$ cat config.mk
export PLATFORM = sky130hd
export DESIGN_NAME = tse_div_cell
export DESIGN_NICKNAME = d
export VERILOG_FILES = /design/src/design/tse_pkg.sv /design/src/design/tse_div_cell.sv
export SDC_FILE = /design/constraint.sdc
export NUM_CORES = 1
export LEC_CHECK = 0
export ABC_AREA = 1
export BUFFER_PORTS_ARGS = -buffer_cell sky130_fd_sc_hd__buf_2
export CAP_MARGIN = 10
export CORE_ASPECT_RATIO = 0.8
export CORE_MARGIN = 2
export CORE_UTILIZATION = 30
export CTS_CLUSTER_SIZE = 28
export DETAILED_ROUTE_END_ITERATION = 10
export PLACE_DENSITY = 0.45
export SLEW_MARGIN = 20
export SYNTH_ARGS = -nofsm -noshare
export SYNTH_HDL_FRONTEND = slang
export SYNTH_SLANG_ARGS = --single-unit
$ cat constraint.sdc
create_clock -name aclk -period 4.5 [get_ports aclk]
set_input_delay 0.225 -clock aclk [delete_from_list [all_inputs] [get_ports aclk]]
set_output_delay 0.225 -clock aclk [all_outputs]
set_load 0.005 [all_outputs]
$ cat src/design/tse_pkg.sv
// Package for the Taylor series elementary function engine.
// Holds formats, function codes, the reciprocal table and the cell-to-cell record.
// No dependencies.
package tse_pkg;

    localparam int NumTermsDefault = 18;
    localparam int ArgW = 32;
    localparam int ResW = 48;
    localparam int MagW = 63;
    localparam int AccW = 52;

    typedef enum logic [1:0] {
        FUNC_SIN = 2'd0,
        FUNC_COS = 2'd1,
        FUNC_EXP = 2'd2,
        FUNC_LN  = 2'd3
    } func_t;

    localparam logic [MagW-1:0] TermCap = MagW'(64'd1 << 62);
    localparam logic signed [AccW-1:0] AccLim = AccW'(64'sd1 <<< 50);
    localparam logic signed [AccW-1:0] ResMax = AccW'((64'sd1 <<< 47) - 1);
    localparam logic signed [AccW-1:0] ResMin = AccW'(-(64'sd1 <<< 47));

    typedef struct packed {
        logic                   valid;
        func_t                  func;
        logic                   skip;
        logic [ArgW-1:0]        xmag;
        logic                   xneg;
        logic [MagW-1:0]        mag;
        logic                   tneg;
        logic signed [AccW-1:0] acc;
        logic                   ovf;
        logic                   last;
    } cell_rec_t;

    function automatic logic [31:0] recip_rom(input logic [5:0] k);
        logic [6:0] kk;
        logic [32:0] num;
        begin
            kk = (k == 6'd0) ? 7'd1 : {1'b0, k};
            num = 33'h080000000 + 33'(kk >> 1);
            return 32'(num / 33'(kk));
        end
    endfunction

    // split into a low 32-bit and a high 31-bit part of a, one partial product each
    function automatic logic [MagW-1:0] umulsh(input logic [MagW-1:0] a, input logic [31:0] b,
                                               input logic sh31, output logic ovf);
        logic [63:0] plo;
        logic [63:0] phi;
        logic [63:0] r;
        begin
            plo = 64'(a[31:0]) * 64'(b) + (sh31 ? (64'd1 << 30) : (64'd1 << 27));
            phi = 64'(a[MagW-1:32]) * 64'(b);
            ovf = 1'b0;
            if (sh31) begin
                if (phi >= 64'(TermCap >> 1))
                    ovf = 1'b1;
                r = (phi << 1) + (plo >> 31);
            end else begin
                if (phi >= 64'(TermCap >> 4))
                    ovf = 1'b1;
                r = (phi << 4) + (plo >> 28);
            end
            if (!ovf && r > 64'(TermCap))
                ovf = 1'b1;
            return ovf ? TermCap : MagW'(r);
        end
    endfunction

    function automatic logic signed [AccW-1:0] add_term(input logic signed [AccW-1:0] acc,
                                                       input logic [MagW-1:0] mag,
                                                       input logic neg, output logic ovf);
        logic signed [64:0] s;
        begin
            s = neg ? 65'(acc) - $signed({2'b0, mag}) : 65'(acc) + $signed({2'b0, mag});
            ovf = 1'b0;
            if (s > 65'(AccLim)) begin
                s = 65'(AccLim);
                ovf = 1'b1;
            end else if (s < -65'(AccLim)) begin
                s = -65'(AccLim);
                ovf = 1'b1;
            end
            return AccW'(s);
        end
    endfunction

endpackage

$ cat src/design/tse_div_cell.sv
// Reciprocal and accumulate stage of one series cell.
// Depends on tse_pkg.
module tse_div_cell import tse_pkg::*; #(
    parameter logic [5:0] K = 6'd0
) (
    input  logic      aclk,
    input  logic      aresetn,
    input  logic      adv,
    input  cell_rec_t rec_in,
    output cell_rec_t rec_out
);
    localparam logic [31:0] Recip = recip_rom(K);

    cell_rec_t rec_reg, rec_next;
    logic [MagW-1:0] t;
    logic o1, o2, add, neg;
    logic signed [AccW-1:0] sum;

    always_comb begin
        rec_next = rec_in;
        o1 = 1'b0;
        o2 = 1'b0;
        t = rec_in.mag;
        add = 1'b0;
        neg = rec_in.tneg;
        if (K != 6'd0)
            t = umulsh(rec_in.mag, Recip, 1'b1, o1);
        unique case (rec_in.func)
            FUNC_EXP: add = 1'b1;
            FUNC_SIN: begin
                add = K[0];
                neg = rec_in.tneg ^ K[1];
            end
            FUNC_COS: begin
                add = !K[0];
                neg = rec_in.tneg ^ K[1];
            end
            default: begin
                add = (K != 6'd0);
                neg = rec_in.tneg ^ !K[0];
            end
        endcase
        sum = add_term(rec_in.acc, t, neg, o2);
        if (rec_in.valid && !rec_in.skip) begin
            if (rec_in.func != FUNC_LN)
                rec_next.mag = t;
            if (rec_in.func == FUNC_LN && K == 6'd0) begin
                rec_next.ovf = rec_in.ovf;
            end else begin
                rec_next.ovf = rec_in.ovf | o1 | (add & o2);
                if (add)
                    rec_next.acc = sum;
            end
        end
    end

    always_ff @(posedge aclk) begin
        if (!aresetn) begin
            rec_reg.valid <= 1'b0;
        end else if (adv) begin
            rec_reg <= rec_next;
        end
    end

    assign rec_out = rec_reg;
endmodule

==> impl_metrics.tcl, run 1 <==
set metrics [dict create \
    status "finished, final reports clean" \
    syn_area_um2 13780 \
    rsz0062_at_grt "true" \
    power_switching_mw 2.849 \
    r2r_cells 2 \
    synth.most_common_cell "nand2_1" \
    area_growth_pct 66.57 \
    async_reset_ff_frac 0 \
    drc 0 \
    dieHeight_um 195.7 \
    cts_tree "yes" \
    min_period_over_period 0.9685 \
    largest_reg_flops 155 \
    ant_nets 0 \
    met1_usage 0.4195 \
    synth_edf_count 154 \
    grt_pass1_wl_um 93900 \
    seqPwrFrac 0.249 \
    synth_top_area_frac 0.3355 \
    drt_iter0_markers 1283 \
    cp-start-kind "input port" \
    use_met3 0.03352 \
    yosys-top-cells-area "edfxtp_1, nand2_1, inv_1" \
    max-cap-violations 0 \
    path_class "input port to flip-flop" \
    p_leak_nw 11.36 \
    clkSlewWorstSetupHoldPaths_ns 0.07 \
    sw_frac_of_total 0.4088 \
    p_int_mw 4.120 \
    hold_depth 1 \
    post-route-min-period_ns 4.358 \
    finalClockSkew_ns 0 \
    numCtsBuffers 17 \
    gp_congestion 0.9743 \
    placementRows 70 \
    clock_tree.root_cell "clkbuf_16" \
    nNetsFinal 3107 \
    first_pass_iters 5 \
    tightest_slew_ns 1.018 \
    insertion_delay_ns 0.44 \
    irDropWorstVdd_uv 225.2 \
    core_um2 45540 \
    synth.avg_cell_area_um2 6.659 \
    path_common_cell "buf_6" \
    yosysUniqueCellTypes 36 \
    syn_nets 2295 \
    ys.flop_type "edfxtp_1" \
    power_density_nw_per_um2 303.6 \
    cp-end-kind "flip-flop" \
    cts.sinks 155 \
    final_area_um2 22960 \
    pin_count 313 \
    synth_commonest_cells "nand2_1, inv_1, nor2_1, edfxtp_1, nand3_1" \
    grt_max_degree 112 \
    grt_usage 0.2626 \
    hold_viol_final 0 \
    synth-seq-area-share 0.3370 \
    holdWs_ns 0.02545 \
    post-route-util 0.5041 \
    routed_wl_um 64880 \
    wl_per_cell_um 18.47 \
    vias_per_cell 4.704 \
    die_area_um2 47690 \
    hold_path_class "input port to flip-flop" \
    maxClockFrequency_mhz 229.5 \
    relSlewSlack 0.3215 \
    dpl_cell_area_um2 19240 \
    cts_max_path_buffers 2 \
    portBuffers 312 \
    worstPathArrival_ns 4.55 \
    drive_above_1_share 0.4553 \
    yosys_register_bits 155 \
    worst_path_largest_cell_delay_ns 0.30 \
    clock_power_share 0.205 \
    top_usage_layer "met1" \
    initial_utilization 0.3026 \
    nFillCells 4599 \
    worstPathMaxFanout 7 \
    combPwrFrac 0.546 \
    yosysTopAreaCell "edfxtp_1" \
    maxSlewViolCount 0 \
    ys_warn_count 0 \
    crit_slowest_cell "ha_4" \
    grt_pass1_vias 15520 \
    grt-ovfl-total 0 \
    synthCells 2070 \
    hpwl_um 53430 \
    cts_max_level 4 \
    critPathRequiredTime_ns 4.69 \
    antenna_found_initial 6 \
    die_w_um 243.6 \
    grt_util_met2 0.3749 \
    vias 16530 \
    finalSetupViolations 0 \
]
## logic make-up (layout without fill, tap and decap cells)
logic type / Yosys count / count (layout) / share of synthesized area
buffers and inverters: 405 / 1230 / 0.1131
adder cells (fa/ha/maj): 67 / 67 / 0.06137
flip-flops: 155 / 155 / 0.3370
AND/OR/NAND/NOR: 1190 / 1190 / 0.3594
other: 0 / 6 / 0
AO/OA/AOI/OAI: 176 / 176 / 0.08025
XOR/XNOR: 77 / 77 / 0.04893
## per-stage QoR
step	power [mW]	worst slack (ns)	cells	TNS [ns]
CTS	6.503	-0.004512	3489	-0.004512
floorplan	3.173	0.4029	2070	0
global placement	4.793	-1.133	3400	-57.46
global route	7.354	-0.1327	3510	-4.333
detailed placement	4.790	-1.096	3400	-54.90
finish	6.970	0.1418	3513	0
## power by group through the flow
stage	clock network, mW	registers, mW	logic, mW
2_1_floorplan	0	1.78	1.39
3_3_place_gp	0	1.77	3.03
3_5_place_dp	0	1.77	3.02
4_1_cts	1.45	1.74	3.31
5_1_grt	1.51	1.74	4.10
6_report	1.43	1.74	3.80
## cell usage in the layout (no fill, tap or decap), types with 39 or more instances in the layout
master	synthesis	routed
a21oi_2	4	45
buf_2	1	308
buf_4	0	439
dlygate4sd3_1	0	42
edfxtp_1	154	154
inv_1	375	340
nand2_1	776	619
nand2_2	5	116
nand2_4	1	45
nand3_1	94	73
nor2_1	183	110
nor2_2	9	43
nor2_4	0	39
o21ai_2	45	51
## final timing paths
check	start	end	slack (ns)
max	rec_in[58]	rec_out[1]$_DFFE_PP_	0.14
min	rec_in[67]	rec_out[67]$_DFFE_PP_	0.03
max reg2reg	rec_out[154]$_SDFFE_PN0P_	rec_out[154]$_SDFFE_PN0P_	3.85
min reg2reg	rec_out[154]$_SDFFE_PN0P_	rec_out[154]$_SDFFE_PN0P_	0.57
## routing by layer
metal  wire, µm  part of all wire
met5          0                 0
met3       4588             0.071
met4        745             0.011
met2      26780              0.41
met1      32760              0.50
## layout make-up
cell class              instances  area, µm²  share of cell area
clock inverters                14      131.4            0.005722
inverters                     382       1444             0.06289
clock buffers                  18      439.2             0.01913
repair buffers                816       5649              0.2461
multi-input cells            1510       9869              0.4299
flip-flops and latches        155       4644              0.2023
diodes                          6      15.01           0.0006540
well taps                     612      765.7             0.03335
## worst max-delay path, delay by kind of cell
kind / cells / cell delay, ns
xor+xnor: 1 / 0.15
buf+inv: 10 / 1.21
fa+ha+maj: 1 / 0.30
compound gates: 3 / 0.37
simple gates: 21 / 2.27
## timing repair
item / CTS / global route
setup buffers: 15 / 20
gates resized for setup: 209 / 392
hold endpoints to repair: 42 / 0
pin swaps: 35 / 143
hold buffers: 42 / 0
setup endpoints to repair: 53 / 53
gates cloned: 1 / 2
(Power assumes the default switching activity.)
==> inputs of run 2 (changes only) <==
ABC_CLOCK_PERIOD_IN_PS = 4500   (was unset)
MAX_ROUTING_LAYER = met4   (was unset)
SETUP_SLACK_MARGIN = 0.2   (was unset)
==> impl_metrics.tcl, run 2 (synthesis results as in run 1) <==
set metrics [dict create \
    status "finished, final reports clean" \
    worst_path_largest_cell_delay_ns 0.21 \
    pin_count 313 \
    layout_common_cells "nand2_1, buf_4, inv_1" \
    drc 0 \
    cp-end-kind "flip-flop" \
    cts_max_path_buffers 2 \
    nNetsFinal 3111 \
    hpwl_um 54220 \
    hold_viol_final 0 \
    die_area_um2 47690 \
    placementRows 70 \
    max-cap-violations 0 \
    grt_max_degree 87 \
    grt_pass1_vias 15590 \
    finalSetupViolations 0 \
    cts_max_level 4 \
    maxClockFrequency_mhz 226.4 \
    final_common_cell "nand2_1" \
    cts.sinks 155 \
    crit_slowest_cell "ha_4" \
    path_common_cell "nand2_2" \
    initial_utilization 0.3026 \
    rsz0062_at_grt "true" \
    critPathRequiredTime_ns 4.79 \
    portBuffers 312 \
    area_growth_pct 63.79 \
    irDropWorstVdd_uv 255.5 \
    post-route-util 0.4957 \
    clkSlewWorstSetupHoldPaths_ns 0.07 \
    core_um2 45540 \
    insertion_delay_ns 0.44 \
    grt-ovfl-total 0 \
    maxSlewViolCount 0 \
    grt_usage 0.2797 \
    finalClockSkew_ns 0 \
    drive_above_1_share 0.4312 \
    vias_per_cell 4.677 \
    post-route-min-period_ns 4.416 \
    min_period_over_period 0.9813 \
    dieHeight_um 195.7 \
    clock_tree.root_cell "clkbuf_16" \
    wl_per_cell_um 18.76 \
    hold_path_class "input port to flip-flop" \
    cp-start-kind "input port" \
    holdWs_ns 0.01570 \
    p_leak_nw 11.24 \
    antenna_found_initial 4 \
    drt_iter0_markers 1304 \
    worstPathArrival_ns 4.71 \
    relSlewSlack 0.5096 \
    worstPathMaxFanout 6 \
    tightest_slew_ns 0.7356 \
    reg2reg_setup_slack_ns 3.85 \
    first_pass_iters 5 \
    gp_congestion 0.9521 \
    numCtsBuffers 17 \
    ant_nets 0 \
    routed_wl_um 65930 \
    power_density_nw_per_um2 309.5 \
    cts_tree "yes" \
    vias 16440 \
    die_w_um 243.6 \
    largest_reg_flops 155 \
    path_class "input port to flip-flop" \
    grt_pass1_wl_um 96640 \
]
[run 2: cell types whose count changed in the layout (fill, tap and decap cells not counted), sizes merged]
| cell | before | now |
|---|---|---|
| buf | 772 | 778 |
| clkbuf | 20 | 17 |
| clkinvlp | 1 | 4 |
| diode | 6 | 4 |
| inv | 387 | 385 |
[run 2: where the power goes]
| part | switching (mW) | leakage [nW] | internal [mW] | total (mW) |
|---|---|---|---|---|
| sequential | 0.0320 | 1.45 | 1.70 | 1.74 |
| combinational | 2.11 | 9.51 | 1.65 | 3.77 |
| clock | 0.738 | 0.278 | 0.748 | 1.49 |
[run 2: worst paths after layout]
check                            start                   endpoint  cells past startpoint
min                        rec_in[117]     rec_out[117]$_DFFE_PP_                      1
max reg2reg  rec_out[154]$_SDFFE_PN0P_  rec_out[154]$_SDFFE_PN0P_                      2
max                         rec_in[58]      rec_out[13]$_DFFE_PP_                     37
min reg2reg  rec_out[154]$_SDFFE_PN0P_  rec_out[154]$_SDFFE_PN0P_                      2
[run 2: worst max-delay path: cells and delay by family]
kind,cells,cell delay (ns)
buffers and inverters,9,1.23
AO/OA/AOI/OAI,7,0.86
XOR/XNOR,1,0.13
adder cells (fa/ha/maj),1,0.21
AND/OR/NAND/NOR,19,2.02
[run 2: repair_timing]
action / CTS / global route
hold endpoints to repair: 42 / 0
hold buffers: 42 / 0
setup endpoints to repair: 53 / 53
setup buffers: 28 / 10
cloned: 4 / 0
resized for setup: 397 / 94
pin swaps: 107 / 72
[run 2: area by class of cell]
cell class                 instances  area [µm²]
fill                            4652       22970
clock buffer                      17       425.4
multi-input combinational       1510        9410
antenna                            4       10.01
timing repair buffer             820        5702
sequential                       155        4644
tap                              612       765.7
inverter                         382        1444
clock inverter                    15       173.9
[run 2: per-layer routing]
metal / track usage / wire length [µm] / part of all wire
met5: - / 0 / 0
met4: 0.03952 / 652 / 0.0099
met3: 0.03051 / 4029 / 0.061
met1: 0.4331 / 34310 / 0.52
met2: 0.3949 / 26940 / 0.41
[run 2: stage by stage]
stage	std cells	cell area [µm²]	power [mW]	worst slack (ns)	setup TNS, ns
final	3515	22580	6.987	0.08393	0
after global routing	3512	22570	7.366	-0.2561	-9.912
after CTS	3501	22130	6.848	0.1033	0
after detailed placement	3395	19230	4.806	-0.9283	-44.36
after global placement	3395	19230	4.810	-0.9523	-45.85
after floorplan	2070	13780	3.173	0.4029	0
